$ cat src/hdl/gps_pkg.sv
// Shared types and constants of the polar-method Gaussian sampler.
// Used by the front end, the queue, the back end and the top level.
package gps_pkg;

    localparam int CFG_IDX_W = 2;
    localparam logic [CFG_IDX_W-1:0] REG_MEAN   = 2'd0;
    localparam logic [CFG_IDX_W-1:0] REG_SPREAD = 2'd1;
    localparam logic [CFG_IDX_W-1:0] REG_KEEP   = 2'd2;

    localparam int QUEUE_DEPTH = 4;
    localparam int QPTR_W      = 2;

    // ln 2 as an unsigned Q0.32 constant.
    localparam logic [31:0] LN2_Q32 = 32'd2977044472;

    typedef struct packed {
        logic signed [31:0] mean;
        logic [23:0]        spread;
        logic               keep;
    } t_cfg;

    // Magnitudes |v| in Q1.30 with their signs.
    typedef struct packed {
        logic [30:0] a1;
        logic        n1;
        logic [30:0] a2;
        logic        n2;
    } t_side;

    // One accepted pair as it waits between front and back.
    typedef struct packed {
        t_side       side;
        logic [59:0] s;
    } t_pair;

endpackage

$ cat src/hdl/gps_front.sv
// Front end: maps the uniform pair to signed Q1.30 values, squares them and
// drops pairs outside the open unit circle. Depends on gps_pkg.
module gps_front #(
    parameter int UNIFORM_BITS = 32
) (
    input  logic            i_clk,
    input  logic            i_rst_n,
    input  logic            i_valid,
    output logic            o_stall,
    input  logic [31:0]     i_uniform_first,
    input  logic [31:0]     i_uniform_second,
    input  logic            i_full,
    output logic            o_push,
    output gps_pkg::t_pair  o_data
);

    localparam int SHR = (UNIFORM_BITS >= 31) ? UNIFORM_BITS - 31 : 0;
    localparam int SHL = (UNIFORM_BITS < 31) ? 31 - UNIFORM_BITS : 0;
    localparam logic [63:0] UMASK = (64'd1 << UNIFORM_BITS) - 64'd1;

    function automatic logic [31:0] to_v(input logic [31:0] u);
        logic [63:0] uw;
        logic [63:0] w64;
        logic [30:0] w;
        uw = {32'd0, u} & UMASK;
        w64 = (UNIFORM_BITS >= 31) ? (uw >> SHR) : (uw << SHL);
        w = w64[30:0];
        if (w >= 31'h4000_0000) begin
            return {1'b0, w - 31'h4000_0000};
        end
        return {1'b1, 31'h4000_0000 - w};
    endfunction

    logic         en;
    logic         r1_v, r2_v;
    gps_pkg::t_side r1_side, r2_side;
    logic [61:0]  r2_sq1, r2_sq2;
    logic [61:0]  sum;
    logic [31:0]  v1, v2;

    assign en      = !i_full;
    assign o_stall = i_full;
    assign v1      = to_v(i_uniform_first);
    assign v2      = to_v(i_uniform_second);

    always_ff @(posedge i_clk) begin
        if (!i_rst_n) begin
            r1_v <= 1'b0;
            r2_v <= 1'b0;
        end else if (en) begin
            r1_v <= i_valid;
            r2_v <= r1_v;
        end
    end

    always_ff @(posedge i_clk) begin
        if (en) begin
            r1_side <= '{a1: v1[30:0], n1: v1[31], a2: v2[30:0], n2: v2[31]};
            r2_side <= r1_side;
            r2_sq1  <= 62'(r1_side.a1) * 62'(r1_side.a1);
            r2_sq2  <= 62'(r1_side.a2) * 62'(r1_side.a2);
        end
    end

    // The pair goes on only when 0 < s < 1.
    assign sum         = r2_sq1 + r2_sq2;
    assign o_push      = en && r2_v && (sum != 62'd0) && (sum[61:60] == 2'b00);
    assign o_data.side = r2_side;
    assign o_data.s    = sum[59:0];

endmodule

$ cat config.mk
export PLATFORM = sky130hd
export DESIGN_NAME = gps_front
export DESIGN_NICKNAME = d
export VERILOG_FILES = /design/src/hdl/gps_pkg.sv /design/src/hdl/gps_front.sv
export SDC_FILE = /design/constraint.sdc
export NUM_CORES = 2
export LEC_CHECK = 0
export ABC_AREA = 1
export BUFFER_PORTS_ARGS = -buffer_cell sky130_fd_sc_hd__buf_2
export CAP_MARGIN = 20
export CORE_MARGIN = 2
export CORE_UTILIZATION = 46
export DETAILED_ROUTE_END_ITERATION = 6
export PLACE_DENSITY_LB_ADDON = 0.05
export REMOVE_ABC_BUFFERS = 1
export SLEW_MARGIN = 20
export SYNTH_ARGS = -nofsm -noshare
export SYNTH_HDL_FRONTEND = slang
export SYNTH_SLANG_ARGS = --single-unit
$ cat constraint.sdc
create_clock -name i_clk -period 9.3 [get_ports i_clk]
set_input_delay 1.86 -clock i_clk [delete_from_list [all_inputs] [get_ports i_clk]]
set_output_delay 1.86 -clock i_clk [all_outputs]
set_load 0.02 [all_outputs]
==> results.txt <==
Status: complete, no violations
Final wirelength: 187000 um
Routed WL per cell: 17.9 um
Initial Util: 46.2%
PostCTS Resize Cnt: 0
1st-iter DRT viols: 3263
Clock Latency Late Sink: 630 ps
Most common library cell in the layout ignoring fill and taps: inv_1
Via count: 50968
Fin Clk Skew: 48.5 ps
Average cell area after synthesis: 8.51 um^2
Critical path arrival: 8670 ps
Share of cells above drive strength 1: 6.08%
Total track usage: 25.1%
Final worst-path cycle share: 89.4%
Post-CTS Setup Inserts: 0
CTS tree: done
First-pass GRT wire length: 304000 um
Fin. Hold Viols: 0
Layout area overhead: 6.89%
Post-Synthesis Cells: 8249
Post-DP HPWL: 163000 um
Core Rows: 143
TritonCTS Buffers: 35
Post-route cell area: 0.0750 mm^2
Slew HR: 28.1%
Ys flop type: edfxtp_1
Setup TNS: 0 ps
RePlAce Congestion: 0.932
Fill count: 15012
Die area: 0.156 mm^2
Seq/Total Area, Yosys: 10.7%
CP Max Fanout: 18
Most frequent cells in the layout: 2589 x inv_1, 1676 x nand2_1, 1496 x fa_1
Clock H-tree levels: 2
Clk sink count: 250
Post-DP Area: 0.0739 mm^2
Final setup violation count: 0
Cell Area, Synth: 0.0702 mm^2
Worst Setup End Kind: flip-flop
Die H: 395 um
HP Class: flip-flop to flip-flop
Period minus WS final: 8310 ps
CP Launch Type: flip-flop
FFs w/ async S/R, synth: 0%
Worst Tran Pin Value: 1080 ps
Post-Layout Cell Count: 10457
Clock transition at path regs: 60 ps
Fmax: 120 MHz
Unique masters post-synth: 61
CTS root buffer: clkbuf_16
DR DRC count: 0
RSZ-0062 raised after global routing: no
Post-route ant nets: 0
CTS Hold Buffers Added: 0
Remaining Overflow, GRT: 0
Core ar.: 0.152 mm^2
Largest net degree at the start of global routing: 133
Synth Warn #: 0
Flops & latches, synth: 250
# IOs: 194
Fin. max-slew vios: 0
CTS max path bufs: 3
Post-synth EDFFs: 248
Layout Nets: 10569
Critical path type: flip-flop to flip-flop
Vias in the first global route: 54398
DP Cell Count: 10394
Vias per inst: 4.87
CP required: 9660 ps
Port bufs: 191
Initial antenna violation count: 5
1st-pass router iterations: 5
FF-to-FF setup slack: 990 ps
Max-cap violations: 0
Die X: 395 um
[final timing paths]
check | start | end | depth (start not counted)
worst min-delay path | r1_side[0] | o_data[60] | 0
worst max register to register | r1_side[45] | r2_sq1[57] | 26
worst min register to register | r1_side[0] | o_data[60] | 0
worst max-delay path | r1_side[45] | r2_sq1[57] | 26
[Yosys cell counts (all sizes together) (26+ instances only)]
cell type | number | area, um^2
inv | 2606 | 9780
nand2 | 1710 | 6510
fa | 1496 | 29900
ha | 604 | 7560
nor2 | 396 | 1590
edfxtp | 248 | 7450
a21oi | 239 | 1250
clkbuf | 179 | 672
xor2 | 141 | 1240
nand3 | 130 | 696
o21ai | 128 | 663
xnor2 | 90 | 788
o21bai | 37 | 285
nor3 | 31 | 221
a31oi | 30 | 188
nand4 | 26 | 163
[worst max-delay path, cell delays in order, from the launching register on]
cell	delay, ps
edfxtp_1	970
buf_4	330
nand2_1	70
inv_1	120
fa_1	470
fa_1	510
fa_1	520
inv_1	50
fa_1	490
inv_1	80
fa_1	510
inv_1	60
fa_1	530
inv_1	50
fa_1	500
fa_1	420
ha_1	370
nand2_1	110
nor2_1	180
inv_1	80
nor4_1	720
nand3_1	180
nand3_1	290
a21o_1	200
a21oi_1	90
nand2_1	70
nand2_1	60
[final cells by class]
cell class	instances	area [um^2]	area share (%)
timing repair buffer	317	1910	2.55
antenna	2	5.00	0.00667
sequential	250	7490	9.98
inverter	2608	9800	13.1
multi-input combinational	5189	52100	69.5
clock inverter	18	214	0.285
clock buffer	43	927	1.24
tap	2030	2540	3.39
[state kept, by name (all words and copies together) (netlist names)]
signal and cells:
r1_v 1, r2_sq1 60, r1_side 64, r2_sq2 60, r2_v 1, o_data 64
[kinds of logic after synthesis]
| group | synth area share, % |
|---|---|
| DFF | 10.7 |
| xor gates and xnor gates | 2.89 |
| adders and majority gates | 53.5 |
| AOI/OAI and AO/OA | 4.26 |
| buffers and inverters | 15.1 |
| and+or+nand+nor | 13.7 |
[per-stage QoR]
step	hold WS (ps)	worst slack, ps	utilization, %
2_1_floorplan	400	-39.4	-
6_report	425	989	49.4
3_3_place_gp	402	1160	48.7
3_5_place_dp	413	1100	48.7
4_1_cts	426	1030	49.4
5_1_grt	434	589	49.4
[routing by layer]
metal / GRT usage [%] / wire length (um) / share of wire, %
met1: 37.3 / 88600 / 47
met2: 40.2 / 85500 / 46
met3: 2.64 / 10400 / 5.6
met4: 4.15 / 2890 / 1.5
met5: 0 / 0 / 0
Power is left out: the tool's default activity adds up to more than one toggle a clock period on the data nets, which glitch-free logic cannot reach.
