## config.mk

```make
export PLATFORM = sky130hd
export DESIGN_NAME = gps_fifo
export DESIGN_NICKNAME = d
export VERILOG_FILES = /design/src/hdl/gps_pkg.sv /design/src/hdl/gps_fifo.sv
export SDC_FILE = /design/constraint.sdc
export NUM_CORES = 1
export LEC_CHECK = 0
export ABC_AREA = 0
export BUFFER_PORTS_ARGS = -buffer_cell sky130_fd_sc_hd__buf_2
export CAP_MARGIN = 10
export CORE_ASPECT_RATIO = 0.8
export CORE_MARGIN = 1.5
export CORE_UTILIZATION = 50
export CTS_BUF_LIST = sky130_fd_sc_hd__clkbuf_16
export DETAILED_ROUTE_END_ITERATION = 8
export PLACE_DENSITY = 0.75
export SLEW_MARGIN = 25
export SYNTH_ARGS = -nofsm -noshare
export SYNTH_HDL_FRONTEND = slang
export SYNTH_SLANG_ARGS = --single-unit
```

## constraint.sdc

```tcl
create_clock -name i_clk -period 7.39 [get_ports i_clk]
set_clock_uncertainty 0.15 [all_clocks]
set_input_delay 0.3695 -clock i_clk [delete_from_list [all_inputs] [get_ports i_clk]]
set_output_delay 0.3695 -clock i_clk [all_outputs]
set_load 0.03 [all_outputs]
```

## src/hdl/gps_pkg.sv

```systemverilog
// Shared types and constants of the polar-method Gaussian sampler.
// Used by the front end, the queue, the back end and the top level.
package gps_pkg;

    localparam int CFG_IDX_W = 2;
    localparam logic [CFG_IDX_W-1:0] REG_MEAN   = 2'd0;
    localparam logic [CFG_IDX_W-1:0] REG_SPREAD = 2'd1;
    localparam logic [CFG_IDX_W-1:0] REG_KEEP   = 2'd2;

    localparam int QUEUE_DEPTH = 4;
    localparam int QPTR_W      = 2;

    // ln 2 as an unsigned Q0.32 constant.
    localparam logic [31:0] LN2_Q32 = 32'd2977044472;

    typedef struct packed {
        logic signed [31:0] mean;
        logic [23:0]        spread;
        logic               keep;
    } t_cfg;

    // Magnitudes |v| in Q1.30 with their signs.
    typedef struct packed {
        logic [30:0] a1;
        logic        n1;
        logic [30:0] a2;
        logic        n2;
    } t_side;

    // One accepted pair as it waits between front and back.
    typedef struct packed {
        t_side       side;
        logic [59:0] s;
    } t_pair;

endpackage

```

## src/hdl/gps_fifo.sv

```systemverilog
// Short queue of accepted pairs between the front and back ends.
// Depends on gps_pkg for the entry type and depth.
module gps_fifo (
    input  logic            i_clk,
    input  logic            i_rst_n,
    input  logic            i_push,
    input  gps_pkg::t_pair  i_data,
    output logic            o_full,
    input  logic            i_pop,
    output logic            o_valid,
    output gps_pkg::t_pair  o_data
);

    gps_pkg::t_pair r_mem [0:gps_pkg::QUEUE_DEPTH-1];
    logic [gps_pkg::QPTR_W-1:0] r_wr, r_rd;
    logic [gps_pkg::QPTR_W:0]   r_count;

    assign o_full  = (r_count == (gps_pkg::QPTR_W + 1)'(gps_pkg::QUEUE_DEPTH));
    assign o_valid = (r_count != '0);
    assign o_data  = r_mem[r_rd];

    always_ff @(posedge i_clk) begin
        if (!i_rst_n) begin
            r_wr    <= '0;
            r_rd    <= '0;
            r_count <= '0;
        end else begin
            if (i_push) begin
                r_wr <= r_wr + 1'b1;
            end
            if (i_pop) begin
                r_rd <= r_rd + 1'b1;
            end
            if (i_push && !i_pop) begin
                r_count <= r_count + 1'b1;
            end else if (!i_push && i_pop) begin
                r_count <= r_count - 1'b1;
            end
        end
    end

    always_ff @(posedge i_clk) begin
        if (i_push) begin
            r_mem[r_wr] <= i_data;
        end
    end

endmodule

```

==> out/qor.yml, run 1 <==
grt:
  met2_usage: 0.328
  grt_use_total: 0.196
  grt_pass1_wl_mm: 55.3
  grt_pass1_vias: 9539
  use_met3: 0.0520
  busiest_layer: "met2"
  grt_max_degree: 98
  grt_use_met1: 0.257
  antenna_found_initial: 3
  grt_overflow: 0
synth:
  ys_warn_count: 0
  synth.distinct_cells: 19
  syn_avg_cell_area_um2: 26.5
  synth_fp_nets: 825
  ys_seq_elements: 505
  ys_seq_area_frac: 0.823
  synth_area_um2: 18300
  syn_inst: 691
setup_path:
  cp.required_ps: 6870
  path_class: "flip-flop to output port"
  crit_slowest_cell: "dfxtp_4"
  setup.worst_path.start_class: "flip-flop"
  endpoint_kind: "output port"
  cp_top_family: "buffers and inverters"
  worstPathMaxFanout: 68
  path_buf_inv: 2
  slowest_delay_ps: 890
  crit_arrival_ps: 3060
  critical_path.cell_chain: "buf_4 -> mux4_2 -> buf_2"
sta:
  max_freq_mhz: 279
  fin_setup_tns_ps: 0
  maxSlewViolCount: 0
  worst_pin_slew_ps: 1030
  hold_violations: 0
  finalSetupViolations: 0
  slew_headroom: 0.314
  rsz0062_at_grt: "no"
  fin_crit_sh: 0.484
  min_period_ps: 3580
floorplan:
  io_pins: 254
  core_area_um2: 36000
  fp.dieArea_um2: 37800
  placementRows: 62
  die_w_um: 217
  start_util: 0.509
  die_y_um: 174
final_layout:
  drive_gt1_frac: 0.396
  utilization: 0.632
  seq_area_um2: 15100
  layout.cells.non_filler: 1613
  multi_input_area_um2: 3050
  num-fill-cells: 2416
  layout_common_cells: "edfxtp_1, buf_2, dlygate4sd3_1, mux4_2, clkbuf_16"
  syn_to_final_growth_pct: 24.3
  layout.nets: 1230
  final_common_cell: "edfxtp_1"
route:
  ant_nets: 0
  drt-pass1-iter-count: 4
  num_vias: 8641
  drtIter0Drc: 672
  routed_wire_length_per_instance_um: 22.3
  routed_wl_mm: 35.9
  via_per_inst: 5.36
  drc: 0
cts:
  htreeDepth: 2
  cts_buffer_depth: 3
  insertion_delay_ps: 550
  cts_sinks: 505
  root_buffer: "clkbuf_16"
  cts_buffers: 47
  post_cts_buffers: 0
  cts_tree: "yes"
  clk_pin_slew_ps: 60
placement:
  dp_cells: 1402
  portBuffers: 253
  gp_congestion: 0.696
run:
  cap_violations: 0
power:
  vdd_drop_max_uv: 239
  power.density_nw_per_um2: 280
  total_power_w: 0.00637
  leakage_nw: 7.75
outcome:
  status: "completed"
hold_path:
  hold_path_class: "input pin to flip-flop"
-- per-layer routing --
layer,up-vias,part of all wire
met4,2,0.017
met1,4484,0.40
met5,-,0.00019
li1,3800,-
met2,303,0.50
met3,52,0.077
-- state kept, by name, summed over array words and instances, names as in the netlist, named ones only --
name	flops
r_count	3
r_wr	2
r_rd	2
r_mem	496
-- per-stage QoR --
step | worst slack (ps) | cell area (um^2) | hold WS, ps
floorplan | 3350 | 18300 | 317
global placement | 4290 | 20100 | 338
detailed placement | 4320 | 20100 | 374
CTS | 3720 | 22800 | 31.0
global route | 3620 | 22800 | 65.3
finish | 3810 | 22800 | 56.4
-- cells in the mapped netlist (all sizes together) --
| master | number | area [um^2] |
|---|---|---|
| dfxtp | 9 | 180 |
| or3 | 2 | 12.5 |
| mux4 | 124 | 2790 |
| ha | 5 | 62.6 |
| buf | 22 | 160 |
| nor3b | 1 | 7.51 |
| nand2 | 1 | 3.75 |
| inv | 4 | 15.0 |
| edfxtp | 496 | 14900 |
| o21ai | 1 | 5.00 |
| a21boi | 1 | 7.51 |
| nor2b | 2 | 12.5 |
| mux2i | 2 | 20.0 |
| xnor2 | 2 | 17.5 |
| xor2 | 3 | 26.3 |
| and2 | 9 | 56.3 |
| clkbuf | 6 | 22.5 |
| fa | 1 | 20.0 |
-- worst reg2reg max path, stage by stage (launching register included) --
cell and delay (ps):
dfxtp_1 350, inv_1 90, ha_1 140, and2_4 760, buf_4 940
-- cells by family (layout without fill, tap and decap cells) --
kind of cell | after synthesis | in the layout | synth area share
flops | 505 | 505 | 0.823
compound gates | 2 | 2 | 0.000683
fa+ha+maj | 6 | 6 | 0.00451
xor+xnor | 5 | 5 | 0.00239
buf+inv | 32 | 472 | 0.0108
mux | 126 | 126 | 0.154
simple gates | 15 | 15 | 0.00505
other cells | 0 | 2 | 0
-- final timing paths --
path	end	start	slack (ps)	cells after the start
min reg2reg	r_count[2]	r_count[2]	390	2
max reg2reg	r_mem[0][30]	r_wr[0]	4540	4
max	o_data[84]	flip-flop	3810	3
min	flip-flop	i_pop	60	3
-- report_power, final --
group | leakage, nW | total, W | switching, W | internal [W]
Clock | 0.752 | 0.00224 | 0.000976 | 0.00126
Combinational | 2.37 | 0.000792 | 0.000484 | 0.000307
Sequential | 4.63 | 0.00335 | 0.0000524 | 0.00329
Total | 7.75 | 0.00637 | 0.00151 | 0.00486
-- layout make-up --
type                    instances  share of cell area
clock inverters                35             0.00880
well taps                     480              0.0264
multi-input cells             154               0.134
clock buffers                  49              0.0539
diodes                          2            0.000220
repair buffers                384               0.113
inverters                       4            0.000660
flip-flops and latches        505               0.663
-- what timing repair did --
item,4_1_cts,5_1_grt
hold endpoints to repair,505,0
gates resized for setup,0,0
hold buffers,125,0
(Power assumes the default switching activity.)
==> run 2, diff against run 1 <==
- ABC_AREA: 0 -> 1
- clock period: 7.39 -> 3.34 ns (I/O delays scaled with it)
==> out/qor.yml, run 2 <==
power:
  power.density_nw_per_um2: 606
  p_sw_frac: 0.246
  leakage_nw: 8.18
  vdd_drop_max_uv: 489
  p_clk_frac: 0.360
  comb_power_share: 0.122
  total_power_w: 0.0141
  power_switching_w: 0.00347
  seqPwrFrac: 0.519
  cellInternalPower_w: 0.0106
hold_path:
  hold_start: "i_data[122]"
  hold_path_class: "input pin to flip-flop"
  hold_path_depth: 2
  hold-path-endpoint: "r_mem[3][122]"
final_layout:
  largest_register_ffs: 496
  layout_common_cells: "edfxtp_1, nor2_1, buf_2, o21ai_0, dlygate4sd3_1"
  drive_gt1_frac: 0.206
  final_common_cell: "edfxtp_1"
  num-fill-cells: 2701
  syn_to_final_growth_pct: 23.4
  layout.nets: 1761
  regMostFlops: "r_mem"
  largestRegisters: "r_mem: 496 flops, r_count: 3 flops"
route:
  drt-pass1-iter-count: 7
  drc: 0
  routed_wire_length_per_instance_um: 19.2
  num_vias: 11780
  ant_nets: 0
  drtIter0Drc: 1084
  via_per_inst: 5.47
  routed_wl_mm: 41.4
synth:
  synth_top_area_frac: 0.790
  syn_avg_cell_area_um2: 15.0
  syn_inst: 1257
  synth.distinct_cells: 21
  ys_seq_area_frac: 0.800
  synth_fp_nets: 1391
  ys_async_sr_fraction: 0
  synth_most_common_cell: "edfxtp_1"
  post-synth-top-area-cell: "edfxtp_1"
  ys_warn_count: 0
  synth_edf_count: 496
  ys_seq_elements: 505
  synth_area_um2: 18800
  synthTopCellsByArea: "edfxtp_1, nor2_1, o22ai_1, o21ai_0, o21ai_1"
  yosys-top-cells-count: "edfxtp_1, nor2_1, o21ai_0, o22ai_1, o21ai_1"
  yosys_most_used_dff: "edfxtp_1"
floorplan:
  core_area_um2: 37100
  placementRows: 63
  io_pins: 254
  start_util: 0.508
  die_w_um: 220
  fp.dieArea_um2: 38900
  die_y_um: 177
cts:
  insertion_delay_ps: 550
  root_buffer: "clkbuf_16"
  clk_pin_slew_ps: 60
  cts_sinks: 505
  cts_tree: "yes"
  post_cts_buffers: 0
  cts_buffers: 48
  htreeDepth: 2
  cts_buffer_depth: 3
grt:
  busiest_layer: "met2"
  grt_overflow: 0
  grt_use_total: 0.210
  grt_use_met1: 0.294
  grt_pass1_vias: 11512
  grt_max_degree: 249
  grt_pass1_wl_mm: 62.8
  met2_usage: 0.337
  use_met3: 0.0447
  antenna_found_initial: 3
sta:
  max_freq_mhz: 347
  rsz0062_at_grt: "no"
  slew_headroom: 0.284
  fin_hold_ws_ps: 211
  hold_violations: 0
  fin_crit_sh: 0.863
  maxSlewViolCount: 0
  worst_pin_slew_ps: 1070
  finalSetupViolations: 0
  setup_ws_ps: 456
  min_period_ps: 2880
  fin_setup_tns_ps: 0
run:
  cap_violations: 0
placement:
  portBuffers: 253
  dpl.hpwl_mm: 22.6
  dp_slack_ps: 1020
  gp_congestion: 0.728
setup_path:
  r2r_cells: 5
  setup.worst_path.start_class: "flip-flop"
  cp.required_ps: 3020
  r2r_start: "r_wr[1]"
  endpoint_kind: "output port"
  worstPathMaxFanout: 248
  path_class: "flip-flop to output port"
  crit_arrival_ps: 2570
  reg2reg_slack_ps: 1080
  r2r_end: "r_mem[1][33]"
outcome:
  status: "completed"
==> run 2: how the worst max path moves through the flow <==
| stage | from | endpoint | slack, ps |
|---|---|---|---|
| 2_1_floorplan | r_wr[0] | r_mem[0][0] | 280 |
| 6_report | flip-flop | o_data[45] | 460 |
| 3_5_place_dp | r_wr[1] | r_mem[1][32] | 1020 |
| 5_1_grt | flip-flop | o_data[103] | 330 |
| 3_3_place_gp | r_wr[1] | r_mem[1][26] | 1010 |
| 4_1_cts | flip-flop | o_data[22] | 460 |
==> run 2: metal layers <==
layer	share of wire	routed length, um
met5	0	0
met1	0.42	17600
met3	0.081	3340
met4	0.018	743
met2	0.48	19700
==> run 2: logic make-up after synthesis <==
logic type                 after synthesis  share of synthesized area
AOI/OAI and AO/OA                      382                      0.110
adders and majority gates                6                    0.00438
buffers and inverters                   97                     0.0326
DFF                                    505                      0.800
and+or+nand+nor                        267                     0.0534
==> run 2: cell type report <==
type                    count  area [um^2]  area share
clock buffers              49         1230      0.0527
repair buffers            400         2850       0.123
diodes                      3         7.51    0.000323
multi-input cells         655         3160       0.136
flip-flops and latches    505        15100       0.648
well taps                 487          609      0.0262
clock inverters            36          236      0.0102
inverters                  17         88.8     0.00382
==> run 2: stage by stage <==
stage	utilization	std cells	area, um^2
floorplan	-	1257	18900
global placement	0.552	1936	20500
detailed placement	0.552	1936	20500
CTS	0.626	2149	23300
global route	0.626	2151	23300
finish	0.626	2152	23300
==> run 2: worst max-delay path, cell delays in order (launching register included) <==
cell and delay (ps):
dfxtp_4 390, buf_12 680, o21ai_0 270, o22ai_1 250, buf_2 230
==> run 2: power groups by stage <==
stage                     logic [W]  clock network [W]  registers, W
after floorplan             0.00105                  0       0.00744
after global placement      0.00156                  0       0.00744
after detailed placement    0.00159                  0       0.00745
after CTS                   0.00172            0.00517       0.00731
after global routing        0.00184            0.00543       0.00733
final                       0.00172            0.00507       0.00731
==> run 2: timing repair <==
item                       4_1_cts  5_1_grt
hold endpoints to repair       505        0
resized for setup                0        0
setup endpoints to repair        0        0
hold buffers                   128        0
